`src/assert_macros.svh`:
```
// ----------------------------------------------------------------------------
// Assertion macros
// Shared concurrent assertion forms for the statistics monitor RTL.
// ----------------------------------------------------------------------------
`ifndef ASSERT_MACROS_SVH
`define ASSERT_MACROS_SVH

// The property must hold at every rising clock edge outside reset.
`define ASSERT_CLK(label, clk, rstn, prop) \
    label: assert property (@(posedge clk) disable iff (!rstn) prop) \
        else $error("assertion failed");

// The expression must never be true at a rising clock edge outside reset.
`define ASSERT_NEVER(label, clk, rstn, expr) \
    label: assert property (@(posedge clk) disable iff (!rstn) !(expr)) \
        else $error("forbidden condition seen");

`endif

```
`src/rsm_pkg.sv`:
```
// ----------------------------------------------------------------------------
// Runtime statistics monitor package
// Shared constants and item kind codes of the statistics monitor.
// ----------------------------------------------------------------------------
package rsm_pkg;

    localparam int SAMPLE_WIDTH_DEF     = 32;
    localparam int POLL_COUNT_WIDTH_DEF = 16;

    localparam int KIND_W       = 2;
    localparam int FIELD_W      = 32;
    localparam int POLL_FIELD_W = 16;
    localparam int OUT_DATA_W   = 8 * FIELD_W + POLL_FIELD_W;

    localparam logic [KIND_W-1:0] KIND_RUN   = 2'd0;
    localparam logic [KIND_W-1:0] KIND_POLL  = 2'd1;
    localparam logic [KIND_W-1:0] KIND_CLEAR = 2'd2;

endpackage

```
`src/rsm_div.sv`:
```
// ----------------------------------------------------------------------------
// Restoring divider
// Unsigned divider that produces one quotient bit per cycle; a zero divisor
// yields a zero quotient.
// ----------------------------------------------------------------------------
`include "assert_macros.svh"

module rsm_div #(
    parameter int WIDTH = rsm_pkg::SAMPLE_WIDTH_DEF
) (
    input  logic             aclk,
    input  logic             aresetn,
    input  logic             start,
    input  logic [WIDTH-1:0] num,
    input  logic [WIDTH-1:0] den,
    output logic             done,
    output logic [WIDTH-1:0] quot
);

    localparam int CNT_W = $clog2(WIDTH);

    logic             busy_reg;
    logic             done_reg;
    logic             zero_reg;
    logic [CNT_W-1:0] cnt_reg;
    logic [WIDTH-1:0] rem_reg;
    logic [WIDTH-1:0] quo_reg;
    logic [WIDTH-1:0] den_reg;
    logic [WIDTH:0]   shifted;
    logic [WIDTH:0]   diff;

    assign shifted = {rem_reg, quo_reg[WIDTH-1]};
    assign diff    = shifted - {1'b0, den_reg};

    always_ff @(posedge aclk) begin
        if (!aresetn) begin
            busy_reg <= 1'b0;
            done_reg <= 1'b0;
            cnt_reg  <= '0;
        end else begin
            done_reg <= 1'b0;
            if (start) begin
                busy_reg <= 1'b1;
                cnt_reg  <= '0;
            end else if (busy_reg) begin
                cnt_reg <= cnt_reg + CNT_W'(1);
                if (cnt_reg == CNT_W'(WIDTH - 1)) begin
                    busy_reg <= 1'b0;
                    done_reg <= 1'b1;
                end
            end
        end
    end

    always_ff @(posedge aclk) begin
        if (start) begin
            rem_reg  <= '0;
            quo_reg  <= num;
            den_reg  <= den;
            zero_reg <= (den == '0);
        end else if (busy_reg) begin
            rem_reg <= diff[WIDTH] ? shifted[WIDTH-1:0] : diff[WIDTH-1:0];
            quo_reg <= {quo_reg[WIDTH-2:0], ~diff[WIDTH]};
        end
    end

    assign done = done_reg;
    assign quot = zero_reg ? '0 : quo_reg;

    `ASSERT_CLK(a_div_done_after_busy, aclk, aresetn, done_reg |-> $past(busy_reg))
    `ASSERT_CLK(a_div_start_busy, aclk, aresetn, start |=> busy_reg && !done_reg)

endmodule

```
`src/runtime_statistics_monitor_top.sv`:
```
// ----------------------------------------------------------------------------
// Runtime statistics monitor
// Keeps maxima, sums and counts of runtime and poll-time samples and reports
// them with the two averages after every input transaction.
// ----------------------------------------------------------------------------
// Usage: each input transaction carries a sample in s_axis_tdata and its kind
// in s_axis_tuser (runtime sample, poll-time sample or clear of the current
// maxima; the fourth code changes nothing). Every input transaction yields
// exactly one output transaction holding both maxima of each side, the
// averages and the counters.
// Steps: a prepare step and an apply step update the statistics, then one
// shared restoring divider produces the runtime average and then the poll
// average, one quotient bit per cycle.
// Input: the block is not ready while an item is being processed, so it
// takes a new input transaction only after the previous one is finished.
// Reset: aresetn is synchronous and active low; all statistics clear to zero
// and no output is pending.
// Stall: the result sits in an output register, so the next item is taken
// while it waits; a further result waits in the final step until the
// receiver has taken the previous one.
// ----------------------------------------------------------------------------
`include "assert_macros.svh"

module runtime_statistics_monitor_top #(
    parameter int SAMPLE_WIDTH     = rsm_pkg::SAMPLE_WIDTH_DEF,
    parameter int POLL_COUNT_WIDTH = rsm_pkg::POLL_COUNT_WIDTH_DEF
) (
    input  logic                            aclk,
    input  logic                            aresetn,
    input  logic                            s_axis_tvalid,
    output logic                            s_axis_tready,
    // sample[31:0]
    input  logic [rsm_pkg::FIELD_W-1:0]     s_axis_tdata,
    // kind[1:0]
    input  logic [rsm_pkg::KIND_W-1:0]      s_axis_tuser,
    output logic                            m_axis_tvalid,
    input  logic                            m_axis_tready,
    // max_runtime[31:0], max_runtime_ever[63:32], avg_runtime[95:64],
    // runtime_count[127:96], runtime_lost_count[159:128], max_polltime[191:160],
    // max_polltime_ever[223:192], avg_polltime[255:224], poll_count[271:256]
    output logic [rsm_pkg::OUT_DATA_W-1:0]  m_axis_tdata
);

    localparam int SW    = SAMPLE_WIDTH;
    localparam int PW    = POLL_COUNT_WIDTH;
    localparam int DIV_W = (SW > PW) ? SW : PW;
    localparam int FW    = rsm_pkg::FIELD_W;
    localparam int PFW   = rsm_pkg::POLL_FIELD_W;

    typedef enum logic [6:0] {
        S_IDLE     = 7'b0000001,
        S_PREP     = 7'b0000010,
        S_APPLY    = 7'b0000100,
        S_DEN      = 7'b0001000,
        S_DIV_RUN  = 7'b0010000,
        S_DIV_POLL = 7'b0100000,
        S_DONE     = 7'b1000000
    } state_t;

    state_t state_reg, state_next;

    logic [rsm_pkg::KIND_W-1:0] kind_reg;
    logic [SW-1:0]              sample_reg;
    logic [SW-1:0]              live_reg;
    logic                       ovf_reg;

    logic [SW-1:0] run_max_reg, run_max_next;
    logic [SW-1:0] run_hist_reg, run_hist_next;
    logic [SW-1:0] run_sum_reg, run_sum_next;
    logic [SW-1:0] run_count_reg, run_count_next;
    logic [SW-1:0] run_lost_reg, run_lost_next;
    logic [SW-1:0] poll_max_reg, poll_max_next;
    logic [SW-1:0] poll_hist_reg, poll_hist_next;
    logic [SW-1:0] poll_sum_reg, poll_sum_next;
    logic [PW-1:0] poll_cnt_reg, poll_cnt_next;
    logic [DIV_W-1:0] avg_run_reg;

    logic                          m_valid_reg;
    logic [rsm_pkg::OUT_DATA_W-1:0] m_data_reg;

    logic [SW:0]   run_add;
    logic [SW:0]   poll_add;
    logic [SW-1:0] run_live;
    logic [SW-1:0] run_base;
    logic [SW-1:0] poll_base;
    logic [SW-1:0] poll_sum_add;
    logic [PW:0]   poll_cnt_add;
    logic [SW-1:0] run_ever;
    logic [SW-1:0] poll_ever;
    logic          out_free;

    logic             div_start;
    logic [DIV_W-1:0] div_num;
    logic [DIV_W-1:0] div_den;
    logic             div_done;
    logic [DIV_W-1:0] div_quot;

    rsm_div #(
        .WIDTH (DIV_W)
    ) u_div (
        .aclk    (aclk),
        .aresetn (aresetn),
        .start   (div_start),
        .num     (div_num),
        .den     (div_den),
        .done    (div_done),
        .quot    (div_quot)
    );

    assign s_axis_tready = (state_reg == S_IDLE);
    assign out_free      = !m_valid_reg || m_axis_tready;

    assign run_add      = {1'b0, run_sum_reg} + {1'b0, sample_reg};
    assign poll_add     = {1'b0, poll_sum_reg} + {1'b0, sample_reg};
    assign run_live     = run_count_reg - run_lost_reg;
    assign run_base     = ovf_reg ? (run_sum_reg >> 1) : run_sum_reg;
    assign poll_base    = ovf_reg ? (poll_sum_reg >> 1) : poll_sum_reg;
    assign poll_sum_add = poll_base + sample_reg;
    assign poll_cnt_add = {1'b0, (ovf_reg ? (poll_cnt_reg >> 1) : poll_cnt_reg)}
                          + (PW + 1)'(1);
    assign run_ever     = (run_max_reg > run_hist_reg) ? run_max_reg : run_hist_reg;
    assign poll_ever    = (poll_max_reg > poll_hist_reg) ? poll_max_reg : poll_hist_reg;

    always_comb begin
        state_next = state_reg;
        unique case (state_reg)
            S_IDLE:     if (s_axis_tvalid) state_next = S_PREP;
            S_PREP:     state_next = S_APPLY;
            S_APPLY:    state_next = S_DEN;
            S_DEN:      state_next = S_DIV_RUN;
            S_DIV_RUN:  if (div_done) state_next = S_DIV_POLL;
            S_DIV_POLL: if (div_done) state_next = S_DONE;
            S_DONE:     if (out_free) state_next = S_IDLE;
            default:    state_next = S_IDLE;
        endcase
    end

    always_comb begin
        div_start = 1'b0;
        div_num   = DIV_W'(run_sum_reg);
        div_den   = DIV_W'(run_live);
        if (state_reg == S_DEN) begin
            div_start = 1'b1;
        end else if (state_reg == S_DIV_RUN && div_done) begin
            div_start = 1'b1;
            div_num   = DIV_W'(poll_sum_reg);
            div_den   = DIV_W'(poll_cnt_reg);
        end
    end

    always_comb begin
        run_max_next   = run_max_reg;
        run_hist_next  = run_hist_reg;
        run_sum_next   = run_sum_reg;
        run_count_next = run_count_reg;
        run_lost_next  = run_lost_reg;
        poll_max_next  = poll_max_reg;
        poll_hist_next = poll_hist_reg;
        poll_sum_next  = poll_sum_reg;
        poll_cnt_next  = poll_cnt_reg;
        if (state_reg == S_APPLY) begin
            unique case (kind_reg)
                rsm_pkg::KIND_RUN: begin
                    if (sample_reg > run_max_reg) run_max_next = sample_reg;
                    run_sum_next   = run_base + sample_reg;
                    run_count_next = run_count_reg + SW'(1);
                    if (ovf_reg) run_lost_next = run_lost_reg + (live_reg >> 1);
                end
                rsm_pkg::KIND_POLL: begin
                    if (sample_reg > poll_max_reg) poll_max_next = sample_reg;
                    if (poll_cnt_add[PW]) begin
                        poll_sum_next = poll_sum_add >> 1;
                        poll_cnt_next = {1'b1, {(PW - 1){1'b0}}};
                    end else begin
                        poll_sum_next = poll_sum_add;
                        poll_cnt_next = poll_cnt_add[PW-1:0];
                    end
                end
                rsm_pkg::KIND_CLEAR: begin
                    run_hist_next  = run_ever;
                    poll_hist_next = poll_ever;
                    run_max_next   = '0;
                    poll_max_next  = '0;
                end
                default: begin
                end
            endcase
        end
    end

    always_ff @(posedge aclk) begin
        if (!aresetn) begin
            state_reg     <= S_IDLE;
            run_max_reg   <= '0;
            run_hist_reg  <= '0;
            run_sum_reg   <= '0;
            run_count_reg <= '0;
            run_lost_reg  <= '0;
            poll_max_reg  <= '0;
            poll_hist_reg <= '0;
            poll_sum_reg  <= '0;
            poll_cnt_reg  <= '0;
            m_valid_reg   <= 1'b0;
        end else begin
            state_reg     <= state_next;
            run_max_reg   <= run_max_next;
            run_hist_reg  <= run_hist_next;
            run_sum_reg   <= run_sum_next;
            run_count_reg <= run_count_next;
            run_lost_reg  <= run_lost_next;
            poll_max_reg  <= poll_max_next;
            poll_hist_reg <= poll_hist_next;
            poll_sum_reg  <= poll_sum_next;
            poll_cnt_reg  <= poll_cnt_next;
            if (state_reg == S_DONE && out_free) begin
                m_valid_reg <= 1'b1;
            end else if (m_axis_tready) begin
                m_valid_reg <= 1'b0;
            end
        end
    end

    always_ff @(posedge aclk) begin
        if (s_axis_tvalid && s_axis_tready) begin
            kind_reg   <= s_axis_tuser;
            sample_reg <= SW'(s_axis_tdata);
        end
        if (state_reg == S_PREP) begin
            live_reg <= run_live;
            ovf_reg  <= (kind_reg == rsm_pkg::KIND_RUN) ? run_add[SW] : poll_add[SW];
        end
        if (state_reg == S_DIV_RUN && div_done) begin
            avg_run_reg <= div_quot;
        end
        if (state_reg == S_DONE && out_free) begin
            m_data_reg <= {PFW'(poll_cnt_reg), FW'(div_quot), FW'(poll_ever),
                           FW'(poll_max_reg), FW'(run_lost_reg), FW'(run_count_reg),
                           FW'(avg_run_reg), FW'(run_ever), FW'(run_max_reg)};
        end
    end

    assign m_axis_tvalid = m_valid_reg;
    assign m_axis_tdata  = m_data_reg;

    `ASSERT_CLK(a_accept_starts_item, aclk, aresetn,
                s_axis_tvalid && s_axis_tready |=> state_reg == S_PREP)
    `ASSERT_CLK(a_poll_cnt_nonzero, aclk, aresetn,
                state_reg == S_APPLY && kind_reg == rsm_pkg::KIND_POLL |=> poll_cnt_reg != '0)
    `ASSERT_CLK(a_result_from_done, aclk, aresetn,
                $rose(m_valid_reg) |-> $past(state_reg == S_DONE))
    `ASSERT_NEVER(a_no_overwrite, aclk, aresetn,
                  state_reg == S_DONE && m_valid_reg && !m_axis_tready && state_next == S_IDLE)

endmodule
```
`config.mk`:
```
export PLATFORM = sky130hd
export DESIGN_NAME = runtime_statistics_monitor_top
export DESIGN_NICKNAME = d
export VERILOG_FILES = /design/src/rsm_pkg.sv /design/src/rsm_div.sv /design/src/runtime_statistics_monitor_top.sv
export VERILOG_INCLUDE_DIRS = /design/src /design/src/src
export SDC_FILE = /design/constraint.sdc
export NUM_CORES = 2
export LEC_CHECK = 0
export BUFFER_PORTS_ARGS = -buffer_cell sky130_fd_sc_hd__buf_2
export CORE_UTILIZATION = 30
export DETAILED_ROUTE_END_ITERATION = 10
export PLACE_DENSITY = 0.53
export SYNTH_ARGS = -nofsm -noshare
export SYNTH_HDL_FRONTEND = slang
export SYNTH_SLANG_ARGS = --single-unit
export TNS_END_PERCENT = 20
```
`constraint.sdc`:
```
create_clock -name aclk -period 34.2 [get_ports aclk]
set_input_delay 0 -clock aclk [delete_from_list [all_inputs] [get_ports aclk]]
set_output_delay 0 -clock aclk [all_outputs]
set_load 0.03 [all_outputs]
```
==> impl_results.rst <==
.. list-table::
   :header-rows: 1

   * - Metric
     - Value
   * - Setup slack of the most critical reg-to-reg path
     - 29.48 ns
   * - Endpoint class of the critical path
     - flop
   * - Effective utilization at floorplan
     - 0.303
   * - Final net count
     - 4755
   * - Total routed wirelength
     - 118000 um
   * - Core box area
     - 134000 um^2
   * - Synth area leaders
     - edfxtp_1 32%, dfxtp_1 16%, ha_1 9.8%
   * - Power per cell area
     - 50.0 nW/um^2
   * - Resized Gates After CTS
     - 0
   * - Fill cell total of the finished layout
     - 13600
   * - Detailed-router iteration count before antenna repair
     - 8
   * - Number of flip-flops in the largest register
     - 272
   * - DR WL/cell
     - 19.0 um
   * - Req. time, crit path
     - 34.82 ns
   * - Post-DRT Antenna Nets
     - 0
   * - CP startpoint kind
     - flop
   * - Number of vias per cell
     - 4.98
   * - Top fanout value on the critical path
     - 36
   * - Latest clock arrival within the worst-skew pair
     - 0.70 ns
   * - Clock slew at the register clock pins of the worst setup and hold paths
     - 0.06 ns
   * - Shortest period the worst path allows
     - 4.72 ns
   * - Maxcap violations
     - 0
   * - Cell with the largest stage delay on the worst path
     - a31oi_1
   * - Ratio of final minimum period to clock period
     - 0.138
   * - Classification of the worst setup path
     - reg2reg
   * - Die Ht
     - 370 um
   * - Vias after detailed routing
     - 31000
   * - Synth Net Count
     - 4422
   * - Clock buffer count from CTS
     - 90
   * - Number of warnings printed during yosys synthesis
     - 0
   * - H-tree levels
     - 3
   * - Slew Limit Fails
     - 0
   * - Antenna diode count
     - 0
   * - Primary flip-flop cell chosen by synthesis mapping
     - edfxtp_1
   * - Via count of the first global-routing pass
     - 29600
   * - Number of endpoints failing setup at the final stage
     - 0
   * - Standard-cell rows
     - 134
   * - Worst Tran Pin Value
     - 1.07 ns
   * - Remaining routing DRC violations
     - 13
   * - Number of hold violations in the final report
     - 0
   * - Upper clock frequency limit
     - 212 MHz
   * - Layout cell share with drive strength beyond 1
     - 0.147
   * - Number of distinct standard cells referenced by the synthesized netlist
     - 86
   * - Average cell area after synthesis
     - 9.99 um^2
   * - Antenna violations before repair
     - 0
   * - Outcome
     - finished with violations
   * - Total global-route track usage
     - 0.170
   * - Pin count of the biggest net entering global routing
     - 91
   * - Residual overflow from global routing
     - 0
   * - Setup TNS
     - 0 ns
   * - Sequential area share after synthesis
     - 0.480
   * - Relative max-transition margin
     - 0.282
   * - First-pass GRT wire length
     - 180000 um
   * - Die ar.
     - 137000 um^2
   * - Number of enable-type register cells in the synthesized netlist
     - 435
   * - FFs w/ async S/R, synth
     - 0
   * - Cell type contributing the most total cell area after synthesis
     - edfxtp_1
   * - Sinks on Clock Net
     - 754
   * - Total buffers and inverters traversed by the critical path
     - 2
   * - Cell leakage power
     - 19.2 nW
   * - Crit-path cells
     - buf_4 > buf_4 > mux2_2 > ha_1 > and4_1 > nor3b_1 > o211ai_1 > a31oi_1 > a21oi_1 > o31ai_1 > or4_1 > a31o_2 > xnor2_1 > a21oi_1 > o22ai_1
   * - Fraction of post-synthesis cell area in the top cell type by area
     - 0.322
   * - Post-Syn Instances
     - 4060
   * - Synthesis-stage register bit count
     - 754
   * - Layout overhead on the synthesized area
     - 17.6%
   * - Most used standard cell by instance count after synthesis
     - nand2_1
   * - Synth top cells by count
     - 474 x nand2_1, 435 x edfxtp_1, 323 x nor2_1
   * - Setup Skew
     - 0.0384 ns
   * - Worst Setup Slack, final
     - 29.48 ns
   * - Library cell used as clock root buffer
     - clkbuf_16
   * - Worst slack at placement
     - 29.63 ns
   * - HPWL reported at the end of detailed placement
     - 83400 um
   * - Biggest cell delay along the critical path
     - 0.59 ns
   * - Maximum clock insertion buffer count
     - 3
   * - Hold crit path type
     - in2reg
   * - Combined area of all synthesized cells
     - 40600 um^2
   * - Top-level port count
     - 312
   * - First DRT Iteration DRCs
     - 2410
   * - Final RePlAce weighted congestion
     - 0.875
   * - Arrival time at the worst endpoint
     - 5.34 ns
   * - CTS tree
     - built
   * - Failing checks
     - design-rule violations
   * - Unrepaired setup endpoints after global routing
     - false
   * - Die Wd
     - 370 um
   * - Crit path max-delay family
     - compound AO/OA/AOI/OAI gates
   * - Worst IR Drop VDD
     - 39.3 uV
   * - Number of buffer cells added on primary ports
     - 311
metrics by stage:
| step | power [mW] | util | instances | area [um^2] | hold slack (ns) |
|---|---|---|---|---|---|
| final | 2.38 | 0.356 | 6236 | 47700 | 0.0451 |
| after global routing | 2.49 | 0.356 | 6236 | 47700 | 0.0390 |
| after CTS | 2.41 | 0.356 | 6236 | 47700 | 0.000210 |
| after detailed placement | 1.41 | 0.330 | 6021 | 44200 | 0.178 |
| after global placement | 1.41 | 0.330 | 6021 | 44200 | 0.180 |
| after floorplan | 1.30 | - | 4060 | 40600 | 0.0989 |
final cells by class:
class / count / area (um^2) / share of cell area
Clock inverter: 56 / 588 / 0.0123
Timing Repair Buffer: 412 / 2440 / 0.0511
Inverter: 234 / 887 / 0.0186
Sequential cell: 754 / 19400 / 0.408
Multi-Input combinational cell: 2901 / 19700 / 0.412
Tap cell: 1768 / 2210 / 0.0464
Clock buffer: 111 / 2460 / 0.0515
worst register-to-register path, stage by stage (launching register included):
cell      delay (ns)
edfxtp_1        0.35
buf_4           0.37
buf_4           0.52
mux2_2          0.40
ha_1            0.37
and4_1          0.24
nor3b_1         0.23
o211ai_1        0.15
a31oi_1         0.59
a21oi_1         0.27
o31ai_1         0.46
or4_1           0.18
a31o_2          0.15
xnor2_1         0.14
a21oi_1         0.10
o22ai_1         0.13
routing by layer:
metal | routed length (um) | part of all wire | vias up | global-route usage
met3 | 5140 | 0.043 | 145 | 0.0224
met4 | 2210 | 0.019 | 0 | 0.0430
met2 | 56500 | 0.48 | 680 | 0.284
met5 | 0 | 0 | - | 0
met1 | 54500 | 0.46 | 14900 | 0.230
li1 | - | - | 15300 | -
report_power, final:
part / switching, mW / internal [mW] / total, mW
logic: 0.228 / 0.123 / 0.352
registers: 0.0396 / 1.00 / 1.04
clock network: 0.409 / 0.582 / 0.991
what timing repair did:
item | CTS | global route
endpoints found under the hold margin | 108 | 0
buffers inserted | 0 | 0
hold buffers | 48 | 0
worst paths after layout:
check	start	to	cells after the start
worst max-delay path	ovf_reg$_DFFE_PP_	run_sum_reg[31]$_SDFFE_PN0P_	15
worst max register to register	ovf_reg$_DFFE_PP_	run_sum_reg[31]$_SDFFE_PN0P_	15
worst min register to register	avg_run_reg[28]$_DFFE_PP_	m_axis_tdata[92]$_DFFE_PP_	0
worst min-delay path	s_axis_tdata[28]	sample_reg[28]$_DFFE_PP_	2
layout by cell type (no fill, tap or decap), drive strengths merged, types with 37 or more instances in the layout:
cell type,instances
nand2b,40
clkbuf,111
ha,319
a21o,119
a21oi,319
nand2,474
clkinv,39
nand4,94
a22oi,37
edfxtp,435
nor3,53
buf,364
dfxtp,319
mux2i,132
dlygate4sd3,48
nor2,323
inv,236
xnor2,95
nand3,64
a211oi,42
mux2,103
nor2b,71
xor2,68
o21ai,237
kinds of logic after synthesis:
logic type / share of synthesized area
AO/OA/AOI/OAI: 0.143
buffers and inverters: 0.0387
multiplexers: 0.0612
adder cells (fa/ha/maj): 0.101
AND/OR/NAND/NOR: 0.141
XOR/XNOR: 0.0357
flip-flops: 0.480
Note: power is estimated with default switching activity, not from simulation.
